File: config.mk
export PLATFORM = sky130hd
export DESIGN_NAME = stable_min_priority_queue
export DESIGN_NICKNAME = d
export VERILOG_FILES = /design/src/rtl/core/spq_pkg.sv /design/src/rtl/core/spq_cell.sv /design/src/rtl/core/stable_min_priority_queue.sv
export VERILOG_INCLUDE_DIRS = /design/src /design/src/rtl/core
export SDC_FILE = /design/constraint.sdc
export NUM_CORES = 2
export LEC_CHECK = 0
export BUFFER_PORTS_ARGS = -buffer_cell sky130_fd_sc_hd__buf_2
export CAP_MARGIN = 25
export CORE_AREA = 8 8 455 457
export CTS_CLUSTER_SIZE = 40
export DETAILED_ROUTE_END_ITERATION = 10
export DIE_AREA = 0 0 463 465
export SYNTH_ARGS = -nofsm -noshare
export SYNTH_HDL_FRONTEND = slang
export SYNTH_SLANG_ARGS = --single-unit
File: constraint.sdc
create_clock -name clk -period 13.1 [get_ports clk]
set_input_delay 1.31 -clock clk [delete_from_list [all_inputs] [get_ports clk]]
set_output_delay 1.31 -clock clk [all_outputs]
set_load 0.05 [all_outputs]
File: src/rtl/core/assert_macros.svh
// assertion macros used by the queue top level
`ifndef ASSERT_MACROS_SVH
`define ASSERT_MACROS_SVH

`ifndef SYNTHESIS
`define SPQ_ASSERT(lbl, clk, rst, prop) \
  lbl: assert property (@(posedge clk) disable iff (rst) prop) \
    else $error("assertion failed");
`define SPQ_ASSERT_NEVER(lbl, clk, rst, expr) \
  lbl: assert property (@(posedge clk) disable iff (rst) !(expr)) \
    else $error("forbidden condition seen");
`else
`define SPQ_ASSERT(lbl, clk, rst, prop)
`define SPQ_ASSERT_NEVER(lbl, clk, rst, expr)
`endif

`endif

File: src/rtl/core/spq_pkg.sv
// shared types and constants of the sorted priority queue
package spq_pkg;

  localparam int CAPACITY_DEF = 16;
  localparam int PRIO_W       = 32;
  localparam int DATA_W       = 32;
  localparam int STATUS_W     = 2;
  localparam int OCC_W        = 5;

  localparam logic OP_INSERT = 1'b0;
  localparam logic OP_DELETE = 1'b1;

  localparam logic [STATUS_W-1:0] ST_OK    = 2'd0;
  localparam logic [STATUS_W-1:0] ST_EMPTY = 2'd1;
  localparam logic [STATUS_W-1:0] ST_FULL  = 2'd2;

  typedef struct packed {
    logic [PRIO_W-1:0] prio;
    logic [DATA_W-1:0] payload;
  } cell_data_t;

  typedef struct packed {
    logic              ins;
    logic              del;
    logic [PRIO_W-1:0] prio;
    logic [DATA_W-1:0] payload;
  } cell_ctrl_t;

endpackage

File: src/rtl/core/spq_cell.sv
// one slot of the sorted chain: compares with the new entry and shifts
module spq_cell (
  input  logic               clk,
  input  spq_pkg::cell_ctrl_t ctrl,
  input  logic               occ,
  input  spq_pkg::cell_data_t left,
  input  logic               left_gt,
  input  spq_pkg::cell_data_t right,
  output spq_pkg::cell_data_t data,
  output logic               gt
);
  import spq_pkg::*;

  assign gt = occ && ($signed(data.prio) > $signed(ctrl.prio));

  always_ff @(posedge clk) begin
    if (ctrl.ins && (gt || !occ)) begin
      if (left_gt) begin
        data <= left;
      end else begin
        data.prio    <= ctrl.prio;
        data.payload <= ctrl.payload;
      end
    end else if (ctrl.del) begin
      data <= right;
    end
  end

endmodule

File: src/rtl/core/stable_min_priority_queue.sv
// top level of the stable sorted-list min-priority queue
// Each start transfer is an insert or a delete-min and is always accepted;
// busy stays low, so a new item may follow in every cycle. The result appears
// on the cycle after the transfer, marked by done for exactly one cycle, and
// cannot be held off by the receiver. Entries sit in a chain of CAPACITY
// cells that all compare against the new priority at once; equal priorities
// leave in arrival order. An insert into a full queue is dropped (status 2),
// a delete on an empty queue returns 0 (status 1). occupancy carries the low
// five bits of the entry count.
`include "assert_macros.svh"

module stable_min_priority_queue #(
  parameter int CAPACITY = spq_pkg::CAPACITY_DEF
) (
  input  logic                               clk,
  input  logic                               rst,
  input  logic                               start,
  output logic                               busy,
  input  logic                               operation,
  input  logic signed [spq_pkg::PRIO_W-1:0]  priority_req,
  input  logic signed [spq_pkg::DATA_W-1:0]  payload,
  output logic                               done,
  output logic signed [spq_pkg::DATA_W-1:0]  removed_payload,
  output logic        [spq_pkg::STATUS_W-1:0] status,
  output logic        [spq_pkg::OCC_W-1:0]   occupancy
);
  import spq_pkg::*;

  localparam int CW = $clog2(CAPACITY + 1);

  logic [CW-1:0]       count;
  logic [CW-1:0]       count_next;
  logic                accept;
  logic                is_full;
  logic                is_empty;
  cell_ctrl_t          ctrl;
  cell_data_t          cell_q   [CAPACITY];
  logic [CAPACITY-1:0] cell_gt;
  logic [STATUS_W-1:0] status_next;

  assign busy     = 1'b0;
  assign accept   = start && !busy;
  assign is_full  = (count == CW'(CAPACITY));
  assign is_empty = (count == '0);

  always_comb begin
    ctrl.ins     = accept && (operation == OP_INSERT) && !is_full;
    ctrl.del     = accept && (operation == OP_DELETE) && !is_empty;
    ctrl.prio    = priority_req;
    ctrl.payload = payload;
    count_next   = count;
    status_next  = ST_OK;
    if (operation == OP_INSERT) begin
      if (is_full) begin
        status_next = ST_FULL;
      end else begin
        count_next = count + CW'(1);
      end
    end else begin
      if (is_empty) begin
        status_next = ST_EMPTY;
      end else begin
        count_next = count - CW'(1);
      end
    end
  end

  genvar i;
  generate
    for (i = 0; i < CAPACITY; i++) begin : g_cell
      cell_data_t left_d;
      cell_data_t right_d;
      logic       left_gt;
      if (i == 0) begin : g_head
        assign left_d  = '0;
        assign left_gt = 1'b0;
      end else begin : g_mid
        assign left_d  = cell_q[i-1];
        assign left_gt = cell_gt[i-1];
      end
      if (i == CAPACITY - 1) begin : g_tail
        assign right_d = cell_q[i];
      end else begin : g_body
        assign right_d = cell_q[i+1];
      end
      spq_cell u_cell (
        .clk     (clk),
        .ctrl    (ctrl),
        .occ     (count > CW'(i)),
        .left    (left_d),
        .left_gt (left_gt),
        .right   (right_d),
        .data    (cell_q[i]),
        .gt      (cell_gt[i])
      );
    end
  endgenerate

  always_ff @(posedge clk) begin
    if (rst) begin
      count <= '0;
      done  <= 1'b0;
    end else begin
      done <= accept;
      if (accept) begin
        count <= count_next;
      end
    end
  end

  always_ff @(posedge clk) begin
    if (accept) begin
      status          <= status_next;
      occupancy       <= OCC_W'(count_next);
      removed_payload <= ctrl.del ? $signed(cell_q[0].payload) : '0;
    end
  end

  `SPQ_ASSERT(a_done_follows, clk, rst, (!rst && accept) |=> done)
  `SPQ_ASSERT(a_no_spurious, clk, rst, (!rst && !accept) |=> !done)
  `SPQ_ASSERT_NEVER(a_count_range, clk, rst, count > CW'(CAPACITY))
  `SPQ_ASSERT(a_full_status, clk, rst,
    (done && status == ST_FULL) |-> (occupancy == OCC_W'(CAPACITY)))
  `SPQ_ASSERT(a_empty_status, clk, rst,
    (done && status == ST_EMPTY) |-> (removed_payload == '0 && occupancy == '0))

endmodule

Word-level counts from Yosys, hierarchy flattened
Index checks and enable logic that the tools add are counted.
{ "classes": {"n_addsub": 2, "order_cmp": 32, "n_eq_ne": 1, "muxes": 51, "n_bitwise": 1, "reduce_logical": 86} }
{ "op_table": {"columns": ["operator", "n"], "rows": [
  ["$mux W64", 45],
  ["$gt A32 B32 Y1", 16],
  ["$gt A5 B4 Y1 const B", 8],
  ["$logic_and A1 B1 Y1", 36],
  ["$reduce_bool A2 Y1", 15],
  ["$gt A5 B3 Y1 const B", 4],
  ["$logic_not A1 Y1", 18],
  ["$logic_or A1 B1 Y1", 16],
  ["$mux W5", 3],
  ["$gt A5 B1 Y1 const B", 2],
  ["$gt A5 B2 Y1 const B", 2],
  ["$add A5 B1 Y5 const B", 1],
  ["$eq A5 B5 Y1 const B", 1],
  ["$logic_not A5 Y1", 1],
  ["$sub A5 B1 Y5 const B", 1],
  ["$mux W2", 2],
  ["$mux W1", 1],
  ["$not A1 Y1", 1]
]} }
{ "totals": {"register_bits": 1069, "inputBits": 68, "out_inout_bits": 41} }

Logic depth before layout (Yosys ltp)
{ "logic_depth": {"depth_word": 5, "depth_mapped": 15, "mapped_depth_nobuf": 10} }

Modules after synthesis
Synthesis repeated with hierarchy kept, for this count alone.
{ "hier_totals": {"cells_unflattened": 6035, "area_unflattened_um2": 73437.9} }
{ "by_module_without_submodules": {"columns": ["mod", "n_inst", "cells_each", "area_per_inst_um2"], "rows": [
  ["spq_cell at g_cell[0].u_cell ...", 14, 365, 4443.0],
  ["spq_cell at g_cell[8].u_cell ...", 2, 368, 4515.6],
  ["stable_min_priority_queue", 1, 189, 2204.6]
]} }

Least setup slack after synthesis
Ideal clock, no wire load.
{ "synth_timing": {"path_kind": "input-to-reg", "from": "input port priority_req[25] (netlist name)", "to": "register g_cell[15].u_cell.data[0] (netlist name) (enable)", "setup_time_ps": 584, "arrival_ps": 8197, "required_ps": 12516, "path_slack_ps": 4319, "cell_stages": 12, "path_buffers": 2, "path_cell_list": "clkbuf_1 > clkbuf_1 > inv_1 > ha_1 > a21o_1 > a21o_1 > a21o_1 > a211oi_1 > o21a_1 > o2111ai_1 > mux2i_1 > a21boi_0"} }
{ "synth_via": {"elab_chain_len": 4} }
{ "synth_rtl": {"columns": ["element", "line", "source"], "rows": [
  ["start: declaration", "stable_min_priority_queue.sv:20", "input logic signed [spq_pkg::PRIO_W-1:0] priority_req,"],
  ["$gt A32 B32 Y1", "spq_cell.sv:14", "assign gt = occ && ($signed(data.prio) > $signed(ctrl.prio));"],
  ["$logic_and A1 B1 Y1", "spq_cell.sv:14", null],
  ["$logic_or A1 B1 Y1", "spq_cell.sv:17", "if (ctrl.ins && (gt || !occ)) begin"],
  ["$logic_and A1 B1 Y1", "spq_cell.sv:17", null],
  ["end signal: assignment", "spq_cell.sv:19", "data <= left;"],
  ["end signal: assignment", "spq_cell.sv:25", "data <= right;"],
  ["end: declaration", "spq_cell.sv:9", "output spq_pkg::cell_data_t data,"]
]} }
No other way between the ends.
A chain may end at the register's enable or synchronous reset.

Worst setup path after layout
{ "layout_timing": {"from": "input port priority_req[30] (netlist name)", "to": "register g_cell[2].u_cell.data[25] (netlist name), data pin"} }
{ "layout_via": {"elab_chain_len": 5, "word_cells_on_any_way": 8, "cone_classes": "order compare (2); mux (2); reduce/logical (4)"} }
{ "layout_rtl": {"columns": ["element", "line"], "rows": [
  ["$gt A32 B32 Y1", "spq_cell.sv:14"],
  ["$logic_and A1 B1 Y1", "spq_cell.sv:14"],
  ["$logic_or A1 B1 Y1", "spq_cell.sv:17"],
  ["$logic_and A1 B1 Y1", "spq_cell.sv:17"],
  ["$mux W64 *", "spq_cell.sv:17"],
  ["end signal: assignment", "spq_cell.sv:19"],
  ["end signal: assignment", "spq_cell.sv:25"],
  ["end: declaration", "spq_cell.sv:9"]
]} }
Mark *: on every way between the ends. The rest lies on a longest branch, timed or not.

==> metrics.txt <==
status=finished with violations; failing checks=design-rule violations; cts hold-fix bufs=0; first-pass GRT wire length=approximately 350 mm; CP max stage delay=about 0.80 ns; final period utilization=50.4%; fin cells=between 8,000 and 9,000; clock skew=0.0603 ns; share of total power in the clock network=between 20% and 30%; P_int=8270 uW; Seq/Total Area, Yosys=roughly 46%; total CTS buffers=between 100 and 150; CTS Buffer Depth=3; Synth top area share=between 40% and 50%; flops & latches, synth=around 1,100; ys flop type=edfxtp_1; max-cap violation count=0; area grow syn2layout=10.2%; Setup TNS=0 ns; RSZ-0062 raised after global routing=false; Area contributors post-synth=edfxtp_1 46%, mux2_2 13%, ha_1 9.3%; Final ANT Viol Nets=0; commonest non-fill, non-tap cells in the layout=1,063 x edfxtp_1, 816 x mux2_2, 685 x nand2_1; Routed wire per std cell=roughly 27 um; R2R setup slack=~7.3 ns; Post-CTS Resized=0; initial antenna violation count=24; Final setup viols=0; CP required=between 10 and 15 ns; Root Buffer=clkbuf_16; placed insts=about 8,700; Net Sw Power=~4700 uW; DP HPWL=153 mm; CP most frequent cell=buf_4; Port Buf Inserts=about 110; Congestion Overflow GR=0; DR pass1 iterations=9; Syn Nets=a little under 7,000; reg2reg end=g_cell[2].u_cell.data[25]; crit path DAT=7.10 ns; mean post-synth cell area=about 11 um^2; P_leak=approximately 0.028 uW; initial core utilization=approximately a third; All-Layer GR Usage=between 20% and 30%; hold worst-path end=g_cell[3].u_cell.data[15]; clk slew on worst S/H paths=~0.060 ns; Die Y=465 um; Mapped Area=0.0694 mm^2; Ports=between 100 and 150; clock latency on the worst-skew pair=0.80 ns; Peak VDD IR=around 0.12 mV; CP cell instances=buf_2, inv_1, buf_4, ha_1, nand2_1, o21ai_0, a2111o_1, o31ai_4, buf_4, buf_4, o2111ai_1, nand3_4, buf_4, o31ai_1; worst reg-to-reg path cell count=11; Yosys Warn Count=0; DRC violations left=2; Nets=approximately 6,800; area leader, netlist=edfxtp_1; vias in the first global route=approximately 53,000; Hold Vio Cnt, Final=0; fin crit period=6.60 ns; Hold Crit Class=reg2reg; part of the power in registers=between 40% and 50%; CP endpoint kind=flip-flop; Fmax achieved=about 0.15 GHz; Synth Instances=approximately 6,300; CP max FO=74; startpoint types=input port; CTS tree=built; CTS Sinks=about 1,100; Crit Path Category=in2reg; share of cells above drive strength 1=between 20% and 30%; Sw Share=between 30% and 40%; async set or reset register ratio after synthesis=0%; Power Density=between 150 and 200 mW/mm^2; Unique masters post-synth=75; Logic pwr share=32.8%; hold wc startpoint=g_cell[4].u_cell.data[15]; Hold Path Depth=2; worst slew pin tran=1.17 ns; core area=approximately 0.20 mm^2; gpl congestion=approximately 0.94; Worst R2R Start=g_cell[2].u_cell.data[63]; Iteration-0 DRC Markers=5,875; Relative slew margins=between 20% and 30%; die width=about 460 um; vias after detailed routing=~53,000; Slowest-stage cell, CP=buf_4; Vias/cell=~6; Die ar.=approximately 0.22 mm^2; largest net degree at the start of global routing=83; Clock H-tree levels=3; max-slew violations=0; EDFF count, synth=between 1,000 and 1,500; FP Rows=~170; # Post-CTS Setup Buffers=0; most common cell after layout, fill and taps aside=edfxtp_1; total length of routed wires=about 240 mm
## how the worst max path moves through the flow
stage | endpoint | slack [ns] | depth (start not counted) | from
after CTS | g_cell[2].u_cell.data[25] | 6.69 | 14 | priority_req[30]
after detailed placement | g_cell[2].u_cell.data[25] | 5.84 | 14 | priority_req[30]
after global routing | g_cell[2].u_cell.data[22] | 6.35 | 14 | priority_req[30]
after floorplan | g_cell[15].u_cell.data[0] | 4.32 | 12 | priority_req[25]
final | g_cell[2].u_cell.data[25] | 6.50 | 14 | priority_req[30]
after global placement | g_cell[2].u_cell.data[11] | 5.66 | 12 | priority_req[31]
## kinds of logic (layout without fill, tap and decap cells)
logic type	count (synthesis)	after routing	share of synthesized area (%)
xor+xnor	3	3	0.0379
buf+inv	663	583	3.84
compound gates	1423	1423	13.0
fa+ha+maj	517	517	9.32
mux	1098	1098	17.8
simple gates	1573	1573	9.77
flops	1069	1069	46.2
other cells	1	5	0.00540
## through the flow
stage,utilization (%),total power (uW),hold slack (ns),setup slack [ns],area (um^2)
after floorplan,-,8070,0.515,4.32,69400
after global placement,36.2,9390,0.526,5.66,72500
after detailed placement,36.3,9530,0.533,5.84,72700
after CTS,38.1,12900,0.538,6.69,76500
after global routing,38.2,13500,0.558,6.35,76500
final,38.2,13000,0.528,6.50,76500
## power by group through the flow
stage	sequential [uW]	clock, uW	combinational [uW]
6_report	5310	3390	4260
5_1_grt	5380	3550	4570
2_1_floorplan	5190	0	2870
3_3_place_gp	5350	0	4040
3_5_place_dp	5360	0	4170
4_1_cts	5300	3430	4180
## synthesized netlist by cell type, types with 43 or more instances
cell,number
a31oi_1,199
mux2_4,59
mux2i_1,178
inv_1,130
o31ai_1,132
nand3_1,74
a21oi_1,385
a21o_1,43
a41oi_1,64
nand2_1,696
o211ai_1,88
nor2_1,507
buf_2,68
o21ai_0,206
clkbuf_1,423
edfxtp_1,1063
ha_1,517
mux2_1,44
o22ai_1,128
mux2_2,816
nand4_1,90
o2bb2ai_1,65
## metal layers
metal	wire, um	vias up	track usage [%]
met3	20300	691	4.36
met5	27	-	0
met4	13500	4	10.5
li1	-	23700	-
met2	107000	2668	33.7
met1	96000	26300	26.7
## registers in the layout, indices dropped and copies added, names as in the netlist
name / flops
count: 5
removed_payload: 32
done: 1
occupancy: 5
status: 2
g_cell.u_cell.data: 1024
## area by class of cell
| cell class | instances | area, um^2 |
|---|---|---|
| Fill cell | 19400 | 124000 |
| Multi-Input combinational cell | 4615 | 35200 |
| Sequential cell | 1069 | 32000 |
| Tap cell | 2672 | 3340 |
| Clock buffer | 152 | 3080 |
| Timing Repair Buffer | 242 | 1680 |
| Clock inverter | 59 | 678 |
| Inverter | 130 | 488 |
| Antenna cell | 4 | 10.0 |
## worst max-delay path, delay by kind of cell
family | cells | cell delay, ns
compound gates | 5 | 1.41
fa+ha+maj | 1 | 0.32
buf+inv | 6 | 3.24
simple gates | 2 | 0.69
(Power assumes the default switching activity.)
